`src/hdl/dsfr_pkg.sv`:
```
package dsfr_pkg;

    localparam int FIFO_DEPTH_DEF = 64;
    localparam int TIME_W     = 32;
    localparam int ITER_W     = 32;
    localparam int PAYLOAD_W  = 64;
    localparam int DUE_W      = 34;
    localparam int PERIOD_W   = 12;
    localparam int CNT_W      = 32;
    localparam int NUM_STATS  = 7;
    localparam int DEPTH_W    = 7;
    localparam int DIV_STEPS  = 32;
    localparam int STEP_W     = 5;
    localparam int CFG_IDX_W  = 1;
    localparam int CFG_DATA_W = 2;

    localparam logic [PERIOD_W-1:0] PERIOD_250  = PERIOD_W'(1000000 / 250);
    localparam logic [PERIOD_W-1:0] PERIOD_500  = PERIOD_W'(1000000 / 500);
    localparam logic [PERIOD_W-1:0] PERIOD_1000 = PERIOD_W'(1000000 / 1000);

    localparam logic [CFG_IDX_W-1:0] CFG_ENABLE = 1'b0;
    localparam logic [CFG_IDX_W-1:0] CFG_RATE   = 1'b1;

    localparam logic [1:0] RATE_250  = 2'd0;
    localparam logic [1:0] RATE_500  = 2'd1;
    localparam logic [1:0] RATE_1000 = 2'd2;

    localparam logic [2:0] ST_ATTEMPTED = 3'd0;
    localparam logic [2:0] ST_INVALID   = 3'd1;
    localparam logic [2:0] ST_DROPPED   = 3'd2;
    localparam logic [2:0] ST_REGRESSED = 3'd3;
    localparam logic [2:0] ST_SKIPPED   = 3'd4;
    localparam logic [2:0] ST_MISSED    = 3'd5;
    localparam logic [2:0] ST_ACCEPTED  = 3'd6;

    typedef enum logic [1:0] {
        OP_CAPTURE = 2'd0,
        OP_POP     = 2'd1,
        OP_STAT    = 2'd2,
        OP_NOP     = 2'd3
    } t_op;

    typedef enum logic [2:0] {
        CAP_ACCEPTED  = 3'd0,
        CAP_INACTIVE  = 3'd1,
        CAP_INVALID   = 3'd2,
        CAP_REGRESSED = 3'd3,
        CAP_SKIPPED   = 3'd4,
        CAP_FULL      = 3'd5
    } t_cap_status;

    typedef struct packed {
        logic load;
        logic eval;
        logic div_step;
        logic finish;
    } t_dp_cmd;

    typedef struct packed {
        logic need_div;
    } t_dp_stat;

    typedef struct packed {
        logic [PAYLOAD_W-1:0] payload;
        logic [TIME_W-1:0]    time_us;
        logic [ITER_W-1:0]    iteration;
        logic [CNT_W-1:0]     dropped;
    } t_entry;

endpackage

```
`src/hdl/dsfr_ctrl.sv`:
```
module dsfr_ctrl (
    input  logic               i_clk,
    input  logic               i_rst_n,
    input  logic               i_start,
    input  dsfr_pkg::t_dp_stat i_dp_stat,
    output dsfr_pkg::t_dp_cmd  o_dp_cmd,
    output logic               o_busy,
    output logic               o_valid
);
    import dsfr_pkg::*;

    typedef enum logic [2:0] {
        S_IDLE,
        S_EVAL,
        S_DIV,
        S_FINISH,
        S_DONE
    } t_state;

    t_state            r_state;
    logic [STEP_W-1:0] r_step;
    logic              r_valid;

    always_ff @(posedge i_clk) begin
        if (!i_rst_n) begin
            r_state <= S_IDLE;
            r_step  <= '0;
            r_valid <= 1'b0;
        end else begin
            r_valid <= 1'b0;
            case (r_state)
                S_IDLE: begin
                    if (i_start) r_state <= S_EVAL;
                end
                S_EVAL: begin
                    r_step <= '0;
                    if (i_dp_stat.need_div) begin
                        r_state <= S_DIV;
                    end else begin
                        r_state <= S_DONE;
                        r_valid <= 1'b1;
                    end
                end
                S_DIV: begin
                    r_step <= r_step + 1'b1;
                    if (r_step == STEP_W'(DIV_STEPS - 1)) r_state <= S_FINISH;
                end
                S_FINISH: begin
                    r_state <= S_DONE;
                    r_valid <= 1'b1;
                end
                S_DONE: begin
                    r_state <= S_IDLE;
                end
                default: r_state <= S_IDLE;
            endcase
        end
    end

    always_comb begin
        o_dp_cmd.load     = (r_state == S_IDLE) && i_start;
        o_dp_cmd.eval     = (r_state == S_EVAL);
        o_dp_cmd.div_step = (r_state == S_DIV);
        o_dp_cmd.finish   = (r_state == S_FINISH);
    end

    assign o_busy  = (r_state != S_IDLE);
    assign o_valid = r_valid;

endmodule

```
`config.mk`:
```
export PLATFORM = sky130hd
export DESIGN_NAME = dsfr_ctrl
export DESIGN_NICKNAME = d
export VERILOG_FILES = /design/src/hdl/dsfr_pkg.sv /design/src/hdl/dsfr_ctrl.sv
export SDC_FILE = /design/constraint.sdc
export NUM_CORES = 1
export LEC_CHECK = 0
export BUFFER_PORTS_ARGS = -buffer_cell sky130_fd_sc_hd__buf_2
export CORE_AREA = 2 2 39 41
export CTS_CLUSTER_DIAMETER = 80
export DETAILED_ROUTE_END_ITERATION = 7
export DIE_AREA = 0 0 41 43
export MAX_ROUTING_LAYER = met4
export PLACE_DENSITY = 0.64
export SYNTH_ARGS = -nofsm -noshare
export SYNTH_HDL_FRONTEND = slang
export SYNTH_SLANG_ARGS = --single-unit
```
`constraint.sdc`:
```
create_clock -name i_clk -period 1.51 [get_ports i_clk]
set_input_delay 0.0755 -clock i_clk [delete_from_list [all_inputs] [get_ports i_clk]]
set_output_delay 0.0755 -clock i_clk [all_outputs]
set_load 0.02 [all_outputs]
```
# Word level (Yosys, flattened, before mapping)
# Index checks and enable logic that the tools add are counted.
# totals
ramBits	0
inputBits	4
output_inout_bits	6
reg_bits	9
latchBits	0
mem_bits_ro	0
memories	0
# op_classes
reduce_logical	5
n_mul	0
n_shift	0
order_cmp	0
n_addsub	1
bitwise_logic	0
n_div	0
mux	7
eq_ne	6
# ops
operator	count
3-bit one-hot mux with 4 select lines	1
5-bit one-hot mux with 2 select lines	1
3-bit 2-to-1 mux	3
3-bit by 2-bit == test with 1-bit output, second input constant	2
5-bit by 1-bit adder with 5-bit output, second input constant	1
5-bit == test, second input constant	1
3-bit by 1-bit == test with 1-bit output, second input constant	1
3-bit logical NOT	1
3-bit nonzero test	1
2-bit by 1-bit inequality test with 1-bit output, second input constant	1
2-bit inequality test, second input constant	1
1-bit one-hot mux with 2 select lines	1
2-bit AND reduction	1
2-bit nonzero test	1
1-bit logical AND	1
1-bit 2-to-1 mux	1

# Depth between registers and ports, before layout
# Gate-level depths: netlist of the first run.
# depth
depth_word	3
ltp_mapped	6

# Worst setup path after synthesis of the first run
# OpenSTA, ideal clock, no wires.
# synth_timing
path_type	register -> register
from	register r_step[0]
to	register r_step[4]
t_required_ns	1.440
stages_incl_launch_ff	7
arrival_time_ns	1.295
path_slack_ns	0.146
n_path_buf	0
setup_ns	0.070
path_cell_list	dfxtp_1 ha_1 and3_1 ha_1 nand3b_1 a21o_1 a21oi_1
# synth_between
elab_chain_len	2
# synth_lines
element	line_no	source
start: declaration	dsfr_ctrl.sv:21	logic [STEP_W-1:0] r_step;
start signal: assignment	dsfr_ctrl.sv:45	r_step <= r_step + 1'b1;
5-bit by 1-bit adder with 5-bit output	dsfr_ctrl.sv:45	
5-bit one-hot mux with 2 select lines	dsfr_ctrl.sv:31	case (r_state)
# No other way between the ends.
# A chain may end at the register's enable or synchronous reset.

# Final worst setup path of the first run
# Same ends and word-level chain as after synthesis.

==> flow_summary.json, run 1 <==
{
  "min_delay_path_depth": 3,
  "post-route-util_pct": 44.2,
  "crit_chain": "ha_1, and3_1, ha_1, nand3b_1, a21o_1, a21oi_1",
  "num_vias": 473,
  "finalCriticalPeriod_ns": 1.46,
  "cts_root_buffer": "clkbuf_4",
  "final_cell_area_um2": 612,
  "post_cts_buffers": 0,
  "fmax_mhz": 685,
  "hp-class": "in2reg",
  "critPathBufInv": 0,
  "r2r_end": "r_step[4]",
  "start_kind": "register",
  "max_stage_delay_ns": 0.35,
  "dp_slack_ns": 0.0552,
  "maxCapViolCount": 0,
  "dieArea_um2": 1760,
  "postRouteAntennaNets": 0,
  "hold_viol": 0,
  "grt.overflow.total": 0,
  "ys_ff_latch": 9,
  "dpl.hpwl_um": 769,
  "syn-mean-instance-area_um2": 8.39,
  "tns_ns": 0,
  "cp_common_cell": "ha_1",
  "yosys.cell_types.count": 28,
  "ff2ff_setup_slack_ns": 0.05,
  "drt_pass1_iterations": 4,
  "slew_viol_final": 0,
  "synthCells": 61,
  "cp.required_ns": 1.70,
  "cts_buffers": 3,
  "timing.final.ws_setup_ns": 0.0509,
  "setup_viol_count_final": 0,
  "critPathKind": "reg2reg",
  "layout_commonest_cell": "buf_2",
  "syn-cell-area_um2": 512,
  "crit_fanout": 6,
  "yosys.area.top_type": "dfxtp_1",
  "hold_path_end": "r_state[0]",
  "worstReg2RegStart": "r_step[0]",
  "grt_max_degree": 17,
  "cts_tree": "yes",
  "clkTransAtPathRegs_ns": 0.07,
  "power_density_nw_per_um2": 854,
  "ctsHoldBuffers": 0,
  "die_width_um": 41,
  "wire_per_inst_um": 12.2,
  "status": "finished, final reports clean",
  "post-route-period-util_pct": 96.6,
  "io_buffers": 9,
  "hold_start": "i_rst_n",
  "core_area_um2": 1380,
  "netlist.area_leader.share_pct": 35.2,
  "antenna_found_initial": 0,
  "synth_seq_area_share_pct": 35.2,
  "cts_max_path_buffers": 2,
  "area_growth_pct": 19.6,
  "tightest_slew_ns": 0.224,
  "track_usage_pct": 15.8,
  "drt_iter0_markers": 18,
  "drc": 0,
  "end_kind": "register",
  "routabilityCongestion": 0.722,
  "first_global_vias": 468,
  "start_util_pct": 37.0,
  "cts_sinks": 9,
  "syn-num-nets": 67,
  "routed_wl_mm": 1.10,
  "place_area_um2": 583,
  "antenna_cells": 0,
  "cp_slowest_cell": "dfxtp_2",
  "h-tree-depth": 1,
  "final_nets": 81,
  "irDropWorstVdd_uv": 435,
  "critPathTopFamily": "adder cells",
  "rsz0062_at_grt": "false",
  "grt_pass1_wl_mm": 1.88,
  "fin_skew_ns": 0.00410,
  "die_y_um": 43,
  "ys_top_cells_by_area": "dfxtp_1 (35%), nand2b_1 (7.3%), a21oi_1 (6.8%), ha_1 (4.9%), nor3b_1 (4.4%)",
  "vias_per_cell": 5.26,
  "p_leak_uw": 0.000266,
  "worstSkewPairLatency_ns": 0.26,
  "r2r_cells": 6,
  "layout-drive-gt1-share_pct": 27.0,
  "pin_count": 10,
  "relSlewSlack_pct": 84.9,
  "yosysWarnings": 0,
  "arrival_ns": 1.65,
  "final_cell_mix": "buf_2 (9), dfxtp_1 (8), a21oi_1 (7)",
  "placementRows": 14
}
==> how the worst max path moves through the flow <==
| stage | start | endpoint | slack, ns | depth (start not counted) |
|---|---|---|---|---|
| floorplan | r_step[0] | r_step[4] | 0.15 | 6 |
| global placement | r_step[0] | r_step[4] | 0.10 | 6 |
| detailed placement | r_step[0] | r_step[4] | 0.06 | 6 |
| CTS | r_step[0] | r_step[4] | 0.03 | 6 |
| global route | r_step[0] | r_step[4] | 0.0003 | 6 |
| finish | r_step[0] | r_step[4] | 0.05 | 6 |
==> metal layers <==
layer  GRT usage, %  up-vias  part of all wire, %
li1               -      244                    -
met4           8.00        0                    0
met1           21.3      224                   51
met3           3.14        0                  2.3
met2           21.6        5                   47
met5              -        -                    0
==> Yosys cell counts <==
cell,number
dfxtp_1,9
a21oi_1,7
nand2b_1,6
nand2_1,4
nor3_1,3
nor3b_1,3
a21o_1,2
and4b_1,2
clkbuf_1,2
ha_1,2
nand3_1,2
nand3b_1,2
o21ai_0,2
a31oi_1,1
a41oi_1,1
and2_1,1
and3_1,1
buf_2,1
buf_6,1
inv_1,1
inv_2,1
mux2_2,1
nor2_1,1
nor2b_1,1
nor4b_1,1
o21ai_1,1
o21bai_1,1
or4b_1,1
==> flip-flops by register name, summed over array words and instances, names as in the netlist <==
name,count
o_valid,1
r_state,3
r_step,5
==> what timing repair did <==
action	4_1_cts	5_1_grt
gates resized for setup	0	1
endpoints found under the hold margin	0	0
endpoints found under the setup margin	0	1
==> stage by stage <==
stage	hold WS, ns	std cells	power, µW
finish	0.0606	90	522
CTS	0.0575	90	526
global route	0.0911	90	549
floorplan	0.192	61	311
global placement	0.342	86	333
detailed placement	0.340	86	334
==> cells by family after synthesis <==
family / after synthesis / share of synthesized area, %
and+or+nand+nor: 28 / 34.5
AOI/OAI and AO/OA: 15 / 17.1
DFF: 9 / 35.2
buffers and inverters: 6 / 6.11
adders and majority gates: 2 / 4.89
muxes: 1 / 2.20
==> final cells by class <==
class / instances / area (µm²)
Fill cell: 156 / 772
Multi-Input combinational cell: 46 / 300
Sequential cell: 9 / 181
Timing Repair Buffer: 13 / 75.1
Clock buffer: 3 / 22.5
Tap cell: 16 / 20.0
Inverter: 2 / 7.51
Clock inverter: 1 / 5.00
==> power breakdown <==
part	switching (µW)	internal (µW)	leakage, µW
combinational	47.6	32.3	0.000175
sequential	4.67	244	0.0000734
clock	96.4	97.8	0.0000177
total	149	374	0.000266
==> worst reg2reg max path, stage by stage, from the launching register on <==
cell	delay, ns
dfxtp_2	0.35
ha_1	0.22
and3_1	0.19
ha_1	0.27
nand3b_1	0.07
a21o_1	0.18
a21oi_1	0.12
Note: power is estimated with default switching activity, not from simulation.
==> run 2: changes to the inputs <==
--- a/config.mk
+++ b/config.mk
@@ -6,6 +6,7 @@
 export NUM_CORES = 1
 export LEC_CHECK = 0
 export BUFFER_PORTS_ARGS = -buffer_cell sky130_fd_sc_hd__buf_2
+export CAP_MARGIN = 20
 export CORE_AREA = 2 2 39 41
 export CTS_CLUSTER_DIAMETER = 80
 export DETAILED_ROUTE_END_ITERATION = 7
==> constraint.sdc (replaced) <==
create_clock -name i_clk -period 1.51 [get_ports i_clk]
set_input_delay 0.151 -clock i_clk [delete_from_list [all_inputs] [get_ports i_clk]]
set_output_delay 0.151 -clock i_clk [all_outputs]
set_load 0.02 [all_outputs]
==> flow_summary.json, run 2 (synthesis results as in run 1) <==
{
  "wire_per_inst_um": 11.1,
  "die_width_um": 41,
  "p_clk_share_pct": 36.8,
  "final_nets": 81,
  "post-route-period-util_pct": 97.0,
  "intPower_uw": 374,
  "largest_register_ffs": 5,
  "arrival_ns": 1.66,
  "critPathKind": "reg2reg",
  "drt_iter0_markers": 8,
  "maxCapViolCount": 0,
  "area_growth_pct": 19.6,
  "crit_chain": "ha_1, and3_1, ha_1, nand3b_1, a21o_1, a21oi_1",
  "grt.overflow.total": 0,
  "routabilityCongestion": 0.758,
  "start_util_pct": 37.0,
  "start_kind": "register",
  "fin_skew_ns": 0.00665,
  "ctsHoldBuffers": 0,
  "cp_common_cell": "ha_1",
  "final_cell_mix": "buf_2 (9), dfxtp_1 (8), a21oi_1 (7)",
  "cts_max_path_buffers": 2,
  "slew_viol_final": 0,
  "grt_pass1_wl_mm": 1.57,
  "core_area_um2": 1380,
  "rsz0062_at_grt": "false",
  "cp.required_ns": 1.70,
  "cts_tree": "yes",
  "worstSkewPairLatency_ns": 0.26,
  "cts_buffers": 3,
  "grt_max_degree": 15,
  "tns_ns": 0,
  "pwr-share-comb_pct": 14.6,
  "critPathBufInv": 0,
  "crit_fanout": 6,
  "hold_viol": 0,
  "largest_register": "r_step",
  "sequentialPowerShare_pct": 48.6,
  "layout-drive-gt1-share_pct": 27.0,
  "io_buffers": 9,
  "end_kind": "register",
  "dieArea_um2": 1760,
  "drt_pass1_iterations": 4,
  "drc": 0,
  "place_area_um2": 583,
  "postRouteAntennaNets": 0,
  "switching_share_pct": 27.8,
  "first_global_vias": 387,
  "status": "finished, final reports clean",
  "layout_commonest_cell": "buf_2",
  "setup_viol_count_final": 0,
  "fill_cells": 146,
  "placementRows": 14,
  "whs_ns": 0.133,
  "antenna_cells": 0,
  "num_vias": 477,
  "cts_root_buffer": "clkbuf_4",
  "antenna_found_initial": 0,
  "fmax_mhz": 683,
  "final_cell_area_um2": 612,
  "hp-class": "in2reg",
  "tightest_slew_ns": 0.266,
  "cts_sinks": 9,
  "track_usage_pct": 13.7,
  "h-tree-depth": 1,
  "clkTransAtPathRegs_ns": 0.07,
  "routed_wl_um": 997,
  "relSlewSlack_pct": 82.3,
  "critPathTopFamily": "adder cells",
  "pin_count": 10,
  "max_stage_delay_ns": 0.35,
  "cp_slowest_cell": "dfxtp_2",
  "dpl.hpwl_um": 743,
  "p_leak_uw": 0.000266,
  "power_density_nw_per_um2": 846,
  "die_y_um": 43,
  "vias_per_cell": 5.30,
  "finalCriticalPeriod_ns": 1.46,
  "irDropWorstVdd_uv": 379,
  "p_switching_uw": 144
}
## run 2: cell counts in the layout (fill, tap and decap cells not counted)
Identical to the previous run, type by type.
## run 2: layout make-up
cell class | instances | area (µm²) | area share (%)
Clock buffer | 3 | 22.5 | 3.68
Clock inverter | 1 | 5.00 | 0.818
Inverter | 2 | 7.51 | 1.23
Multi-Input combinational cell | 46 | 300 | 49.1
Sequential cell | 9 | 181 | 29.7
Tap cell | 16 | 20.0 | 3.27
Timing Repair Buffer | 13 | 75.1 | 12.3
## run 2: repair_timing
action,CTS,global route
buffers inserted,0,0
endpoints found under the setup margin,0,1
resized for setup,0,1
## run 2: worst reg2reg max path, cell delays in order, from the launching register on
cell and delay (ns):
dfxtp_2 0.35, ha_1 0.22, and3_1 0.19, ha_1 0.26, nand3b_1 0.07, a21o_1 0.18
a21oi_1 0.12
## run 2: stage by stage
step	worst slack, ns	util, %	cells	power (µW)
2_1_floorplan	0.146	-	61	311
6_report	0.0459	44.2	90	518
3_5_place_dp	0.0461	42.1	86	333
3_3_place_gp	0.109	42.1	86	333
5_1_grt	0.00460	44.2	90	549
4_1_cts	0.0237	44.1	90	525
## run 2: final timing paths
kind,cells past startpoint,startpoint,end,slack [ns]
setup / recovery,6,r_step[0],r_step[4],0.05
hold / removal,3,i_rst_n,r_state[0],0.13
setup reg to reg,6,r_step[0],r_step[4],0.05
hold reg to reg,2,r_step[4],r_step[4],0.51
## run 2: power groups by stage
| stage | registers, µW | clock network, µW | logic (µW) |
|---|---|---|---|
| 4_1_cts | 251 | 197 | 76.7 |
| 5_1_grt | 253 | 212 | 84.3 |
| 2_1_floorplan | 255 | 0 | 56.2 |
| 3_3_place_gp | 256 | 0 | 76.1 |
| 6_report | 251 | 191 | 75.7 |
| 3_5_place_dp | 257 | 0 | 76.4 |
## run 2: routing by layer
layer / global-route usage, % / up-vias / wire length [µm]
met4: 10.0 / 0 / 26
met1: 16.5 / 221 / 461
li1: - / 244 / -
met5: - / - / 0
met2: 19.1 / 8 / 485
met3: 3.14 / 4 / 24
==> run 3: changes to the inputs <==
==> constraint.sdc (replaced) <==
create_clock -name i_clk -period 1.8 [get_ports i_clk]
set_input_delay 0.18 -clock i_clk [delete_from_list [all_inputs] [get_ports i_clk]]
set_output_delay 0.18 -clock i_clk [all_outputs]
set_load 0.02 [all_outputs]
==> flow_summary.json, run 3 (synthesis results as in run 1) <==
{
  "status": "finished, final reports clean",
  "post-route-util_pct": 42.4,
  "area_growth_pct": 14.7,
  "slew_viol_final": 0,
  "irDropWorstVdd_uv": 400,
  "dp_slack_ns": 0.364,
  "pin_count": 10,
  "grt_max_degree": 18,
  "timing.final.ws_setup_ns": 0.278,
  "hold_viol": 0,
  "dieArea_um2": 1760,
  "first_global_vias": 424,
  "drc": 0,
  "power_density_nw_per_um2": 735,
  "io_buffers": 9,
  "num_vias": 465,
  "end_kind": "output port",
  "fill_cells": 134,
  "cts_root_buffer": "clkbuf_4",
  "start_kind": "register",
  "crit_fanout": 17,
  "core_area_um2": 1380,
  "fmax_mhz": 657,
  "crit_chain": "nor3b_1, buf_2",
  "critPathKind": "reg2out",
  "fin_skew_ns": 0.000423,
  "arrival_ns": 1.34,
  "track_usage_pct": 15.5,
  "cts_tree": "yes",
  "tightest_slew_ns": 0.527,
  "grt_pass1_wl_mm": 1.77,
  "maxCapViolCount": 0,
  "wire_per_inst_um": 11.8,
  "cts_sinks": 9,
  "vias_per_cell": 5.34,
  "whs_ns": 0.169,
  "h-tree-depth": 1,
  "antenna_found_initial": 0,
  "worstSkewPairLatency_ns": 0.26,
  "clkTransAtPathRegs_ns": 0.06,
  "post-route-period-util_pct": 84.5,
  "cp_slowest_cell": "dfxtp_1",
  "die_width_um": 41,
  "postRouteAntennaNets": 0,
  "grt.overflow.total": 0,
  "start_util_pct": 37.0,
  "finalCriticalPeriod_ns": 1.52,
  "routabilityCongestion": 0.685,
  "routed_wl_mm": 1.02,
  "tns_ns": 0,
  "layout-drive-gt1-share_pct": 21.1,
  "placementRows": 14,
  "cp.required_ns": 1.62,
  "largest_register": "r_step",
  "finalPower_uw": 431,
  "final_nets": 78,
  "cts_max_path_buffers": 2,
  "die_y_um": 43,
  "setup_viol_count_final": 0,
  "relSlewSlack_pct": 64.8,
  "cts_buffers": 3,
  "cts-resized-gates": 0,
  "rsz0062_at_grt": "false",
  "ctsHoldBuffers": 0,
  "max_stage_delay_ns": 0.65,
  "final_cell_mix": "buf_2 (9), dfxtp_1 (9), a21oi_1 (7)",
  "hp-class": "in2reg",
  "p_leak_uw": 0.000247,
  "dpl.hpwl_um": 722,
  "antenna_cells": 0,
  "drt_pass1_iterations": 4,
  "largest_register_ffs": 5,
  "post_cts_buffers": 0,
  "drt_iter0_markers": 6
}
-- run 3: final cells by class --
class	instances	area [µm²]	area share (%)
inverters	2	7.51	1.28
multi-input cells	46	300	51.2
clock buffers	4	26.3	4.48
repair buffers	10	52.6	8.96
flip-flops and latches	9	180	30.7
well taps	16	20.0	3.41
-- run 3: path summary, 6_finish.rpt --
path              slack (ns)  cells past startpoint           to        from
setup / recovery        0.28                      2  o_dp_cmd[0]  r_state[0]
hold / removal          0.17                      3   r_state[0]     i_rst_n
setup reg to reg        0.35                      6    r_step[4]   r_step[0]
hold reg to reg         0.51                      2    r_step[4]   r_step[4]
-- run 3: layer usage --
| layer | vias to the layer above | wire, µm | part of all wire [%] | global-route usage (%) |
|---|---|---|---|---|
| li1 | 236 | - | - | - |
| met1 | 220 | 483 | 47 | 19.4 |
| met3 | 4 | 16 | 1.6 | 3.14 |
| met2 | 5 | 487 | 48 | 20.6 |
| met4 | 0 | 35 | 3.4 | 12.0 |
| met5 | - | 0 | 0 | - |
-- run 3: report_power, final --
group	switching [µW]	internal, µW
combinational	31.3	24.2
clock	74.4	85.7
sequential	11.5	204
total	117	314
-- run 3: worst max-delay path, delay by kind of cell, from the launching register on --
kind | cells | cell delay [ns]
AND/OR/NAND/NOR | 1 | 0.24
flip-flops | 1 | 0.65
buffers and inverters | 1 | 0.19
-- run 3: per-stage QoR --
| stage | instance area, µm² | cells |
|---|---|---|
| floorplan | 512 | 61 |
| global placement | 561 | 83 |
| detailed placement | 561 | 83 |
| CTS | 587 | 87 |
| global route | 587 | 87 |
| finish | 587 | 87 |
